File: src/rtl/gmsh_pkg.sv
`timescale 1ns / 1ps
// ----------------------------------------------------------------------------
// gmsh_pkg: shared types and constants
// Register indexes, thresholds and the command struct to the divider.
// ----------------------------------------------------------------------------
package gmsh_pkg;
	localparam int CHANNELS_DEF = 4;
	localparam int REG_COUNT = 8;
	localparam logic [2:0] REG_LCX = 3'd0;
	localparam logic [2:0] REG_LCY = 3'd1;
	localparam logic [2:0] REG_LSX = 3'd2;
	localparam logic [2:0] REG_LSY = 3'd3;
	localparam logic [2:0] REG_RCX = 3'd4;
	localparam logic [2:0] REG_RCY = 3'd5;
	localparam logic [2:0] REG_RSX = 3'd6;
	localparam logic [2:0] REG_RSY = 3'd7;
	localparam logic signed [8:0] SET_TH = 9'sd30;
	localparam logic signed [8:0] HOLD_TH = 9'sd20;
	localparam logic signed [7:0] FULL_V = 8'sd127;
	localparam logic signed [7:0] DIAG_V = 8'sd89;
	localparam logic [1:0] EXT_NUN = 2'd1;
	localparam logic [1:0] EXT_CLS = 2'd2;

	typedef struct packed {
		logic       start;
		logic [7:0] pos;
		logic [7:0] center;
		logic [7:0] span;
	} div_cmd_t;
endpackage

File: src/rtl/gmsh_norm.sv
`timescale 1ns / 1ps
// ----------------------------------------------------------------------------
// gmsh_norm: shared stick normalizer
// Computes (pos-center)*127/span truncated toward zero and saturated,
// with a restoring divider that retires one quotient bit per cycle.
// ----------------------------------------------------------------------------
module gmsh_norm
	import gmsh_pkg::*;
(
	input  logic              clk,
	input  logic              arst_n,
	input  div_cmd_t          cmd,
	output logic              done,
	output logic signed [7:0] result
);
	// |d|*127 fits in 15 bits.
	logic [14:0] rem_q;
	logic [14:0] quo_q;
	logic [7:0]  span_q;
	logic        neg_q;
	logic        busy_q;
	logic [3:0]  cnt_q;
	logic        zero_q;

	logic signed [8:0] diff;
	logic [8:0]  mag;
	logic [15:0] prod;

	assign diff = $signed({1'b0, cmd.pos}) - $signed({1'b0, cmd.center});
	assign mag = diff[8] ? 9'(-diff) : 9'(diff);
	assign prod = 16'(mag) * 16'd127;

	always_ff @(posedge clk or negedge arst_n) begin
		if (!arst_n) begin
			busy_q <= 1'b0;
			done <= 1'b0;
			cnt_q <= '0;
		end else begin
			done <= 1'b0;
			if (cmd.start) begin
				busy_q <= 1'b1;
				cnt_q <= '0;
			end else if (busy_q) begin
				if (cnt_q == 4'd14) begin
					busy_q <= 1'b0;
					done <= 1'b1;
				end
				cnt_q <= cnt_q + 4'd1;
			end
		end
	end

	// Simple restoring division: remainder register r, dividend bits shift in.
	logic [7:0]  r_q;
	logic [15:0] sub;
	assign sub = {r_q, rem_q[14 - cnt_q]} - {8'd0, span_q};

	always_ff @(posedge clk) begin
		if (cmd.start) begin
			rem_q <= prod[14:0];
			span_q <= cmd.span;
			neg_q <= diff[8];
			zero_q <= (cmd.span == 8'd0);
			quo_q <= '0;
			r_q <= '0;
		end else if (busy_q) begin
			if (!sub[15] && ({r_q, 1'b0} | 9'(rem_q[14 - cnt_q])) >= 9'(span_q)) begin
				r_q <= sub[7:0];
				quo_q <= {quo_q[13:0], 1'b1};
			end else begin
				r_q <= {r_q[6:0], rem_q[14 - cnt_q]};
				quo_q <= {quo_q[13:0], 1'b0};
			end
		end
	end

	always_comb begin
		if (zero_q) begin
			result = 8'sd0;
		end else if (neg_q) begin
			result = (quo_q > 15'd128) ? -8'sd128 : 8'(-quo_q);
		end else begin
			result = (quo_q > 15'd127) ? 8'sd127 : 8'(quo_q);
		end
	end
endmodule

File: src/rtl/gamepad_merge_with_stick_hysteresis.sv
`timescale 1ns / 1ps
// ----------------------------------------------------------------------------
// gamepad_merge_with_stick_hysteresis: controller snapshot merger
// Merges pad, remote and extension inputs into one held mask with
// stick-to-d-pad hysteresis and returns held, pressed, released and sticks.
// ----------------------------------------------------------------------------
//  channel | handshake           | payload
//  in      | in_valid/in_ready   | channel, buttons, sticks, extension
//  out     | out_valid/out_ready | out_channel, masks, final sticks
//  cfg     | cfg_we              | cfg_index, cfg_data
//
// Up to four normalizations run one after another through the shared
// bit-serial divider (each a launch state, the divide and a wait for its
// done strobe), then a merge state writes the result. A classic
// request needs four normalizations, a nunchuk request two, and requests
// without an extension skip the divider. Reset clears the held store and
// the handshake state and loads the config registers with their defaults.
// The block takes no request until its result register is free.
module gamepad_merge_with_stick_hysteresis
	import gmsh_pkg::*;
#(
	parameter int CHANNELS = CHANNELS_DEF
) (
	input  logic              clk,
	input  logic              arst_n,
	input  logic              in_valid,
	output logic              in_ready,
	input  logic [1:0]        channel,
	input  logic [12:0]       pad_buttons,
	input  logic signed [7:0] pad_stick_x,
	input  logic signed [7:0] pad_stick_y,
	input  logic signed [7:0] pad_cstick_x,
	input  logic signed [7:0] pad_cstick_y,
	input  logic [13:0]       remote_buttons,
	input  logic [1:0]        ext_type,
	input  logic [7:0]        ext_left_x,
	input  logic [7:0]        ext_left_y,
	input  logic [7:0]        ext_right_x,
	input  logic [7:0]        ext_right_y,
	output logic              out_valid,
	input  logic              out_ready,
	output logic [1:0]        out_channel,
	output logic [12:0]       held_mask,
	output logic [12:0]       pressed_mask,
	output logic [12:0]       released_mask,
	output logic signed [7:0] stick_x,
	output logic signed [7:0] stick_y,
	output logic signed [7:0] cstick_x,
	output logic signed [7:0] cstick_y,
	input  logic              cfg_we,
	input  logic [2:0]        cfg_index,
	input  logic [7:0]        cfg_data
);
	localparam int SW = (CHANNELS > 1) ? $clog2(CHANNELS) : 1;

	localparam logic [2:0] ST_IDLE = 3'd0;
	localparam logic [2:0] ST_LAUNCH = 3'd1;
	localparam logic [2:0] ST_WAIT = 3'd2;
	localparam logic [2:0] ST_MERGE = 3'd3;

	logic [2:0] state_q;
	logic [1:0] job_q;
	logic [7:0] regs_q [REG_COUNT];
	logic [12:0] held_store_q [CHANNELS];

	// Captured request.
	logic [1:0]        ch_q;
	logic [12:0]       pb_q;
	logic signed [7:0] sx_q, sy_q, cx_q, cy_q;
	logic [13:0]       rb_q;
	logic [1:0]        et_q;
	logic [7:0]        lx_q, ly_q, rx_q, ry_q;
	logic signed [7:0] n_q [4];

	div_cmd_t          cmd;
	logic              ndone;
	logic signed [7:0] nres;

	gmsh_norm u_norm (.clk(clk), .arst_n(arst_n), .cmd(cmd), .done(ndone), .result(nres));

	logic nun, cls, need_ext, need_right;
	assign nun = (et_q == EXT_NUN);
	assign cls = (et_q == EXT_CLS);
	assign need_ext = nun || cls;
	assign need_right = cls && !(nun && rb_q[7]);

	always_comb begin
		cmd.start = (state_q == ST_LAUNCH);
		case (job_q)
			2'd0: begin
				cmd.pos = lx_q; cmd.center = regs_q[REG_LCX]; cmd.span = regs_q[REG_LSX];
			end
			2'd1: begin
				cmd.pos = ly_q; cmd.center = regs_q[REG_LCY]; cmd.span = regs_q[REG_LSY];
			end
			2'd2: begin
				cmd.pos = rx_q; cmd.center = regs_q[REG_RCX]; cmd.span = regs_q[REG_RSX];
			end
			default: begin
				cmd.pos = ry_q; cmd.center = regs_q[REG_RCY]; cmd.span = regs_q[REG_RSY];
			end
		endcase
	end

	// Slot for the held store; out-of-range channels share slot 0.
	logic [SW-1:0] slot;
	always_comb begin
		if (32'(ch_q) < CHANNELS) slot = SW'(ch_q);
		else slot = '0;
	end

	function automatic logic [3:0] dirs(input logic signed [7:0] x,
		input logic signed [7:0] y, input logic [12:0] p);
		logic [3:0] r;
		r = '0;
		r[1] = (9'(x) > SET_TH) || (p[1] && 9'(x) > HOLD_TH);
		r[0] = (9'(x) < -SET_TH) || (p[0] && 9'(x) < -HOLD_TH);
		r[3] = (9'(y) > SET_TH) || (p[3] && 9'(y) > HOLD_TH);
		r[2] = (9'(y) < -SET_TH) || (p[2] && 9'(y) < -HOLD_TH);
		return r;
	endfunction

	// Direction flags to a secondary stick override: {valid_x,valid_y,x,y}.
	function automatic logic [17:0] to_c(input logic rt, input logic lf,
		input logic up, input logic dn);
		logic signed [7:0] tx, ty;
		tx = 8'sd0;
		ty = 8'sd0;
		if (rt) tx = FULL_V;
		else if (lf) tx = -FULL_V;
		if (up) ty = FULL_V;
		else if (dn) ty = -FULL_V;
		if (tx != 0 && ty != 0) begin
			tx = (tx > 0) ? DIAG_V : -DIAG_V;
			ty = (ty > 0) ? DIAG_V : -DIAG_V;
		end
		return {tx != 0, ty != 0, tx, ty};
	endfunction

	logic [12:0] prev, held, h2;
	logic signed [7:0] fsx, fsy, fcx, fcy, wsx, wsy;
	logic use_ext;
	logic [17:0] ov;
	logic [3:0] dd;

	always_comb begin
		prev = held_store_q[slot];
		use_ext = !(nun && rb_q[7]);
		wsx = need_ext ? n_q[0] : 8'sd0;
		wsy = need_ext ? n_q[1] : 8'sd0;
		held = pb_q;
		fsx = sx_q; fsy = sy_q; fcx = cx_q; fcy = cy_q;
		if (cls) begin
			held[1] = held[1] | rb_q[8];
			held[0] = held[0] | rb_q[9];
			held[3] = held[3] | rb_q[10];
			held[2] = held[2] | rb_q[11];
			held[8] = held[8] | rb_q[12];
			held[9] = held[9] | rb_q[13];
		end
		held[3:0] = held[3:0] | dirs(sx_q, sy_q, prev);
		if (use_ext) held[3:0] = held[3:0] | dirs(wsx, wsy, prev);
		if (!rb_q[5]) begin
			held[1] = held[1] | rb_q[0];
			held[0] = held[0] | rb_q[1];
			held[3] = held[3] | rb_q[2];
			held[2] = held[2] | rb_q[3];
			held[8] = held[8] | rb_q[4];
			held[9] = held[9] | rb_q[6];
		end
		if (use_ext) begin
			if (wsx != 0) fsx = wsx;
			if (wsy != 0) fsy = wsy;
		end
		ov = '0;
		if (nun && rb_q[7]) begin
			if (wsx != 0) fcx = wsx;
			if (wsy != 0) fcy = wsy;
		end else if (cls) begin
			if (n_q[2] != 0) fcx = n_q[2];
			if (n_q[3] != 0) fcy = n_q[3];
		end else if (rb_q[5]) begin
			ov = to_c(rb_q[0], rb_q[1], rb_q[2], rb_q[3]);
			if (ov[17]) fcx = ov[15:8];
			if (ov[16]) fcy = ov[7:0];
		end
		dd = held[3:0];
		h2 = held;
		if (held[4]) begin
			ov = to_c(dd[1], dd[0], dd[3], dd[2]);
			if (ov[17]) fcx = ov[15:8];
			if (ov[16]) fcy = ov[7:0];
			h2[3:0] = 4'd0;
		end
	end

	assign in_ready = (state_q == ST_IDLE) && !out_valid;

	always_ff @(posedge clk or negedge arst_n) begin
		if (!arst_n) begin
			state_q <= ST_IDLE;
			job_q <= '0;
			out_valid <= 1'b0;
			regs_q[REG_LCX] <= 8'd128; regs_q[REG_LCY] <= 8'd128;
			regs_q[REG_LSX] <= 8'd100; regs_q[REG_LSY] <= 8'd100;
			regs_q[REG_RCX] <= 8'd128; regs_q[REG_RCY] <= 8'd128;
			regs_q[REG_RSX] <= 8'd100; regs_q[REG_RSY] <= 8'd100;
			for (int i = 0; i < CHANNELS; i++) held_store_q[i] <= '0;
		end else begin
			if (cfg_we) regs_q[cfg_index] <= cfg_data;
			if (out_valid && out_ready) out_valid <= 1'b0;
			case (state_q)
				ST_IDLE: begin
					if (in_valid && in_ready) begin
						job_q <= '0;
						state_q <= (ext_type == EXT_NUN || ext_type == EXT_CLS)
							? ST_LAUNCH : ST_MERGE;
					end
				end
				ST_LAUNCH: state_q <= ST_WAIT;
				ST_WAIT: begin
					if (ndone) begin
						if (job_q == 2'd3 || (job_q == 2'd1 && !need_right)) begin
							state_q <= ST_MERGE;
						end else begin
							job_q <= job_q + 2'd1;
							state_q <= ST_LAUNCH;
						end
					end
				end
				ST_MERGE: begin
					held_store_q[slot] <= h2;
					out_valid <= 1'b1;
					state_q <= ST_IDLE;
				end
				default: state_q <= ST_IDLE;
			endcase
		end
	end

	always_ff @(posedge clk) begin
		if (in_valid && in_ready) begin
			ch_q <= channel; pb_q <= pad_buttons;
			sx_q <= pad_stick_x; sy_q <= pad_stick_y;
			cx_q <= pad_cstick_x; cy_q <= pad_cstick_y;
			rb_q <= remote_buttons; et_q <= ext_type;
			lx_q <= ext_left_x; ly_q <= ext_left_y;
			rx_q <= ext_right_x; ry_q <= ext_right_y;
			n_q[2] <= 8'sd0; n_q[3] <= 8'sd0;
		end
		if (state_q == ST_WAIT && ndone) n_q[job_q] <= nres;
		if (state_q == ST_MERGE) begin
			out_channel <= ch_q;
			held_mask <= h2;
			pressed_mask <= h2 & ~prev;
			released_mask <= ~h2 & prev;
			stick_x <= fsx; stick_y <= fsy;
			cstick_x <= fcx; cstick_y <= fcy;
		end
	end
endmodule

File: config.mk
export PLATFORM = sky130hd
export DESIGN_NAME = gamepad_merge_with_stick_hysteresis
export DESIGN_NICKNAME = d
export VERILOG_FILES = /design/src/rtl/gmsh_pkg.sv /design/src/rtl/gmsh_norm.sv /design/src/rtl/gamepad_merge_with_stick_hysteresis.sv
export SDC_FILE = /design/constraint.sdc
export NUM_CORES = 1
export LEC_CHECK = 0
export ABC_AREA = 1
export BUFFER_PORTS_ARGS = -buffer_cell sky130_fd_sc_hd__buf_2
export CORE_ASPECT_RATIO = 0.7
export CORE_MARGIN = 4
export CORE_UTILIZATION = 34
export DETAILED_ROUTE_END_ITERATION = 8
export GPL_TIMING_DRIVEN = 0
export PLACE_DENSITY = 0.49
export SYNTH_ARGS = -nofsm -noshare
export SYNTH_HDL_FRONTEND = slang
export SYNTH_SLANG_ARGS = --single-unit
export TNS_END_PERCENT = 30
File: constraint.sdc
create_clock -name clk -period 8.3 [get_ports clk]
set_input_delay 0.415 -clock clk [delete_from_list [all_inputs] [get_ports clk]]
set_output_delay 0.415 -clock clk [all_outputs]
set_load 0.03 [all_outputs]
==> reports/metrics.csv, run 1 <==
metric,value,unit
outcome,completed,
max-cap-violations,0,
yosys_warnings,0,
grt_pass1_vias,14200,
drtIter0Drc,854,
die_area,0.0581,mm^2
setup_violations,0,
report.final.slew_viol_count,0,
syn_inst,1915,
comb_power_share,0.518,
antenna_cells,0,
cpLargestDelayFamily,adder cells,
post-dp-hpwl,36300,um
die_w,286,um
gp_congestion,0.903,
initial_core_util,0.344,
synth_area,0.0184,mm^2
vias,14200,
coreArea,0.0537,mm^2
grt_antenna_before_repair,1,
cp.arrival,7910,ps
mappedNetlistNets,2111,
max_freq,131,MHz
timing.critical_path.buf_inv,8,
cts-buffers-inserted,40,
cts_root_buffer,clkbuf_16,
route.met2.wl,21200,um
synth_ff_type,edfxtp_1,
final_nets,2393,
ant_nets,0,
synth_seq_cells,375,
worst_slew_pin_slew,1060,ps
cp-start-kind,flip-flop,
clockBufferDepth,3,
synthToLayoutAreaGrowth,20.1,%
finalSetupTns,0,ps
grt_max_degree,88,
grt_overflow,0,
endpoint_kind,flip-flop,
async_flop_share,0.339,
drt-total-wl,48900,um
port-buffer-count,185,
final_util,0.413,
hold_viol,0,
critPathKind,reg -> reg,
rsz0062_at_grt,false,
drc,0,
hp-class,in -> reg,
grt_first_pass_wirelength,77800,um
clkLatencyLatePin,570,ps
cts.sink_count,375,
core.rowCount,71,
wirelength_met1,24100,um
seq_power_share,0.282,
critPathMostFrequentCell,fa_1,
num_io_pins,186,
clk_pin_slew,60,ps
worstPathRequired,8580,ps
ff2ff_setup_slack,670,ps
relSlewSlack,0.286,
netSwitchingPower,0.00334,W
power,0.00842,W
multiInputGateArea,0.00679,mm^2
track_usage,0.168,
avgSynthCellArea,9.63,um^2
drive_above_1_share,0.146,
slowest_delay,620,ps
num-fill-cells,5353,
chipHeight,203,um
ys_types,54,
routedWlPerCell,16.5,um
top_layer,met4,
synth-edff-count,225,
viasPerCell,4.82,
drtPass1Iterations,5,
wl_met3,2870,um
seqCellArea,0.0104,mm^2
leakage,9.59,nW
ir_drop,0.832,mV
cp_max_fo,10,
timing.hold.ws,33.5,ps
finClkSkew,27.1,ps
pwr-share-clk,0.200,
preCtsSetupSlack,-34.0,ps
min_period_over_period,0.919,
power.internal,0.00508,W
slowest_stage,fa_1,
ys_seq_area_frac,0.565,
cts_tree,built,
swShare,0.397,
finalWorstSetupSlack,669,ps
period_minus_slack,7630,ps
htree_levels,2,
power_density,380,mW/mm^2
-- power by group through the flow --
| stage | sequential, W | combinational (W) | clock [W] |
|---|---|---|---|
| CTS | 0.00237 | 0.00445 | 0.00175 |
| global route | 0.00238 | 0.00520 | 0.00183 |
| global placement | 0.00241 | 0.00439 | 0 |
| detailed placement | 0.00241 | 0.00439 | 0 |
| floorplan | 0.00240 | 0.00345 | 0 |
| finish | 0.00237 | 0.00436 | 0.00169 |
-- state kept, by name, indices dropped and copies added (netlist names), 13 cells and up --
name	flops
held_mask	13
held_store_q	52
rb_q	14
pressed_mask	13
n_q	32
released_mask	13
u_norm.rem_q	15
u_norm.quo_q	15
pb_q	13
regs_q	64
-- through the flow --
stage / std cells / area (um^2)
5_1_grt: 2958 / 22100
4_1_cts: 2959 / 22100
3_5_place_dp: 2833 / 20400
3_3_place_gp: 2830 / 20300
6_report: 2958 / 22100
2_1_floorplan: 1915 / 18400
-- timing repair --
action	CTS	global route
hold endpoints to repair	92	0
hold buffers	53	0
resized for setup	1	16
buffers inserted	0	0
setup endpoints to repair	1	7
-- path summary, 6_finish.rpt --
path | from | endpoint | cells after the start
max | job_q[1] | u_norm.rem_q[14] | 30
min | pad_stick_y[7] | sy_q[7] | 1
max reg2reg | job_q[1] | u_norm.rem_q[14] | 30
min reg2reg | u_norm.quo_q[14] | u_norm.quo_q[14] | 2
max in group asynchronous | arst_n | regs_q[63] | 3
min in group asynchronous | arst_n | held_store_q[7] | 2
-- per-layer routing --
metal,global-route usage,vias up
met2,0.261,355
met5,0,-
met3,0.0284,57
met1,0.248,6809
met4,0.0349,0
li1,-,7028
-- synth_stat cells (all sizes together), types with 5 or more instances --
| library cell | number | area share |
|---|---|---|
| o211ai | 15 | 0.0061 |
| o21a | 7 | 0.0028 |
| inv | 268 | 0.055 |
| dfxtp | 23 | 0.025 |
| o21ai | 195 | 0.053 |
| dfrtp | 111 | 0.15 |
| ha | 59 | 0.040 |
| nand2 | 411 | 0.086 |
| nand4 | 14 | 0.0051 |
| xnor2 | 7 | 0.0033 |
| a21oi | 101 | 0.028 |
| clkbuf | 44 | 0.0095 |
| a22o | 13 | 0.0062 |
| fa | 26 | 0.028 |
| and2 | 5 | 0.0017 |
| nand3 | 54 | 0.017 |
| a31oi | 16 | 0.0054 |
| edfxtp | 225 | 0.37 |
| nor3 | 19 | 0.0054 |
| o22ai | 44 | 0.015 |
| a22oi | 7 | 0.0028 |
| dfstp | 16 | 0.023 |
| xor2 | 19 | 0.0090 |
| buf | 8 | 0.0032 |
| a221oi | 5 | 0.0024 |
| nor2 | 169 | 0.036 |
-- cell type report --
cell class	instances	share of cell area
Buffer	51	0.0109
Multi-Input combinational cell	1218	0.307
Clock inverter	23	0.00791
Clock buffer	50	0.0469
Tap cell	730	0.0413
Inverter	270	0.0460
Timing Repair Buffer	241	0.0698
Sequential cell	375	0.470
-- cells by family (layout without fill, tap and decap cells) --
logic type,Yosys count,in the layout,share of synthesized area
DFF,375,375,0.565
AOI/OAI and AO/OA,429,429,0.134
and+or+nand+nor,678,678,0.153
buffers and inverters,322,635,0.0677
adders and majority gates,85,85,0.0683
xor gates and xnor gates,26,26,0.0123
-- layout by cell type (no fill, tap or decap), types with 40 or more instances in the layout --
cell type,count
nand3_1,47
clkbuf_16,40
o21ai_0,189
nand2_1,395
buf_2,190
clkbuf_1,44
dlygate4sd3_1,53
nor2_1,162
dfrtp_1,111
edfxtp_1,225
inv_1,257
ha_1,59
a21oi_1,97
o22ai_1,44
Note: power is estimated with default switching activity, not from simulation.
==> inputs of run 2 (changes only) <==
--- a/config.mk
+++ b/config.mk
@@ -12,7 +12,8 @@
 export CORE_UTILIZATION = 34
 export DETAILED_ROUTE_END_ITERATION = 8
 export GPL_TIMING_DRIVEN = 0
-export PLACE_DENSITY = 0.49
+export PLACE_DENSITY_LB_ADDON = 0.08
+export SETUP_SLACK_MARGIN = 0.2
 export SYNTH_ARGS = -nofsm -noshare
 export SYNTH_HDL_FRONTEND = slang
 export SYNTH_SLANG_ARGS = --single-unit
==> constraint.sdc (replaced) <==
create_clock -name clk -period 6.6 [get_ports clk]
set_input_delay 0.33 -clock clk [delete_from_list [all_inputs] [get_ports clk]]
set_output_delay 0.33 -clock clk [all_outputs]
set_load 0.03 [all_outputs]
==> run 2 against run 1 <==
Routed wire length increased by 8.1%. Final cell count grew 3.9%. Count of clock-buffer cells in the layout is 6 higher. Hold slack improved by 140 ps. Maximum frequency up 17%. Non-clock buffer count is 113 higher. Combinational power is 110% higher. Clock power increased by 31%. Cell area rose by 8.6%. Critical path type unchanged. Largest power group unchanged. Highest routed layer unchanged.
==> reports/metrics.csv, run 2 (synthesis gave the netlist of run 1 again) <==
metric,value,unit,change
hp-class,in -> reg,,
final_cell_area,0.0240,mm^2,+8.6%
drc,0,,unchanged
critPathMostFrequentCell,fa_1,,
endpoint_kind,flip-flop,,
cp_max_fo,7,,-3
drtIter0Drc,1101,,+29%
max-cap-violations,0,,unchanged
finalSetupTns,0,ps,unchanged
finalWorstSetupSlack,59.1,ps,-609 ps
grt_overflow,0,,unchanged
cp-start-kind,flip-flop,,
clk_pin_slew,60,ps,about the same
synthToLayoutAreaGrowth,30.3,%,
power_density,601,mW/mm^2,+58%
final_util,0.448,,+0.0353
critPathKind,reg -> reg,,
core.rowCount,71,,unchanged
clockBufferDepth,3,,unchanged
rsz0062_at_grt,true,,
hold_viol,0,,unchanged
cts_root_buffer,clkbuf_16,,
largest_register_ffs,64,,unchanged
outcome,completed,,
min_period_over_period,0.991,,+0.0716
final_nets,2507,,+4.8%
track_usage,0.182,,+0.0138
routedWlPerCell,17.2,um,+4.0%
cp.arrival,6810,ps,-1100 ps
grt_max_degree,96,,+9.1%
max_freq,153,MHz,+17%
num_io_pins,186,,unchanged
reg.largest.list,"regs_q (64), held_store_q (52), n_q (32)",,
drtPass1Iterations,5,,unchanged
layout_commonest_cell,nand2_1,,
period_minus_slack,6540,ps,-1090 ps
postPlaceCellArea,0.0204,mm^2,+0.22%
grt_pass1_vias,14900,,+5.4%
slowest_stage,fa_1,,
drt-total-wl,52900,um,+8.1%
grt_first_pass_wirelength,83200,um,+7.0%
top_register,regs_q,,
cts_tree,built,,
relSlewSlack,0.248,,-0.0377
slowest_delay,580,ps,-40 ps
chipHeight,203,um,unchanged
initial_core_util,0.344,,unchanged
cts.sink_count,375,,unchanged
post-dp-hpwl,37300,um,+2.8%
dp_cells,2833,,unchanged
gp_congestion,0.862,,-4.5%
clkLatencyLatePin,570,ps,about the same
vias,14800,,+3.7%
antenna_cells,0,,unchanged
final_cells,3074,,+3.9%
ir_drop,1.35,mV,+62%
coreArea,0.0537,mm^2,unchanged
worstPathRequired,6870,ps,-1710 ps
report.final.slew_viol_count,0,,unchanged
grt_antenna_before_repair,1,,unchanged
viasPerCell,4.81,,-0.19%
finClkSkew,31.1,ps,+3.91 ps
die_area,0.0581,mm^2,unchanged
drive_above_1_share,0.206,,+0.0602
cts-buffers-inserted,41,,+2.5%
port-buffer-count,185,,unchanged
final_cell_mix,"nand2_1, inv_1, edfxtp_1",,
htree_levels,2,,unchanged
leakage,10.3,nW,+7.6%
worst_slew_pin_slew,1120,ps,+56.2 ps
die_w,286,um,unchanged
ant_nets,0,,unchanged
preCtsSetupSlack,-1020,ps,-991 ps
setup_violations,0,,unchanged
-- run 2: timing repair --
| item | 4_1_cts | 5_1_grt |
|---|---|---|
| hold endpoints to repair | 132 | 0 |
| resized for setup | 110 | 44 |
| cloned | 0 | 1 |
| pin swaps | 48 | 33 |
| hold buffers | 101 | 0 |
| setup buffers | 53 | 10 |
| endpoints found under the setup margin | 10 | 9 |
-- run 2: per-layer routing --
| layer | GRT usage | share of wire | vias to the layer above | routed length (um) |
|---|---|---|---|---|
| li1 | - | - | 7254 | - |
| met1 | 0.267 | 0.49 | 7087 | 26100 |
| met2 | 0.282 | 0.43 | 370 | 22800 |
| met3 | 0.0301 | 0.054 | 69 | 2870 |
| met4 | 0.0427 | 0.020 | 0 | 1070 |
| met5 | 0 | 0 | - | 0 |
-- run 2: worst paths after layout --
| check | startpoint | slack [ps] | cells after the start | to |
|---|---|---|---|---|
| hold reg to reg | pb_q[6] | 490 | 0 | held_mask[6] |
| setup / recovery | job_q[1] | 60 | 29 | u_norm.rem_q[12] |
| max in group asynchronous | arst_n | 5500 | 3 | regs_q[23] |
| hold / removal | cfg_data[0] | 180 | 3 | regs_q[0] |
| min in group asynchronous | arst_n | 230 | 2 | held_store_q[7] |
| setup reg to reg | job_q[1] | 60 | 29 | u_norm.rem_q[12] |
-- run 2: power breakdown --
| part | switching [W] | internal, W | leakage, nW |
|---|---|---|---|
| sequential | 0.0000398 | 0.00295 | 3.80 |
| clock | 0.000961 | 0.00126 | 0.635 |
| combinational | 0.00486 | 0.00439 | 5.88 |
| total | 0.00586 | 0.00859 | 10.3 |
-- run 2: metrics by stage --
stage | hold WS (ps) | total power (W)
2_1_floorplan | 34.4 | 0.00737
3_3_place_gp | 462 | 0.00864
3_5_place_dp | 245 | 0.00877
4_1_cts | 158 | 0.0136
5_1_grt | 209 | 0.0157
6_report | 178 | 0.0144
-- run 2: worst max-delay path, delay by kind of cell, from the launching register on --
| family | cells | cell delay (ps) |
|---|---|---|
| fa+ha+maj | 9 | 3440 |
| compound gates | 7 | 980 |
| buf+inv | 8 | 780 |
| flops | 1 | 420 |
| xor+xnor | 2 | 360 |
| simple gates | 3 | 230 |
-- run 2: layout make-up --
class / count / area (um^2)
Fill cell: 5245 / 29600
Sequential cell: 375 / 10400
Multi-Input combinational cell: 1218 / 7360
Timing Repair Buffer: 353 / 2550
Clock buffer: 56 / 1130
Inverter: 270 / 1030
Tap cell: 730 / 913
Buffer: 52 / 459
Clock inverter: 20 / 155
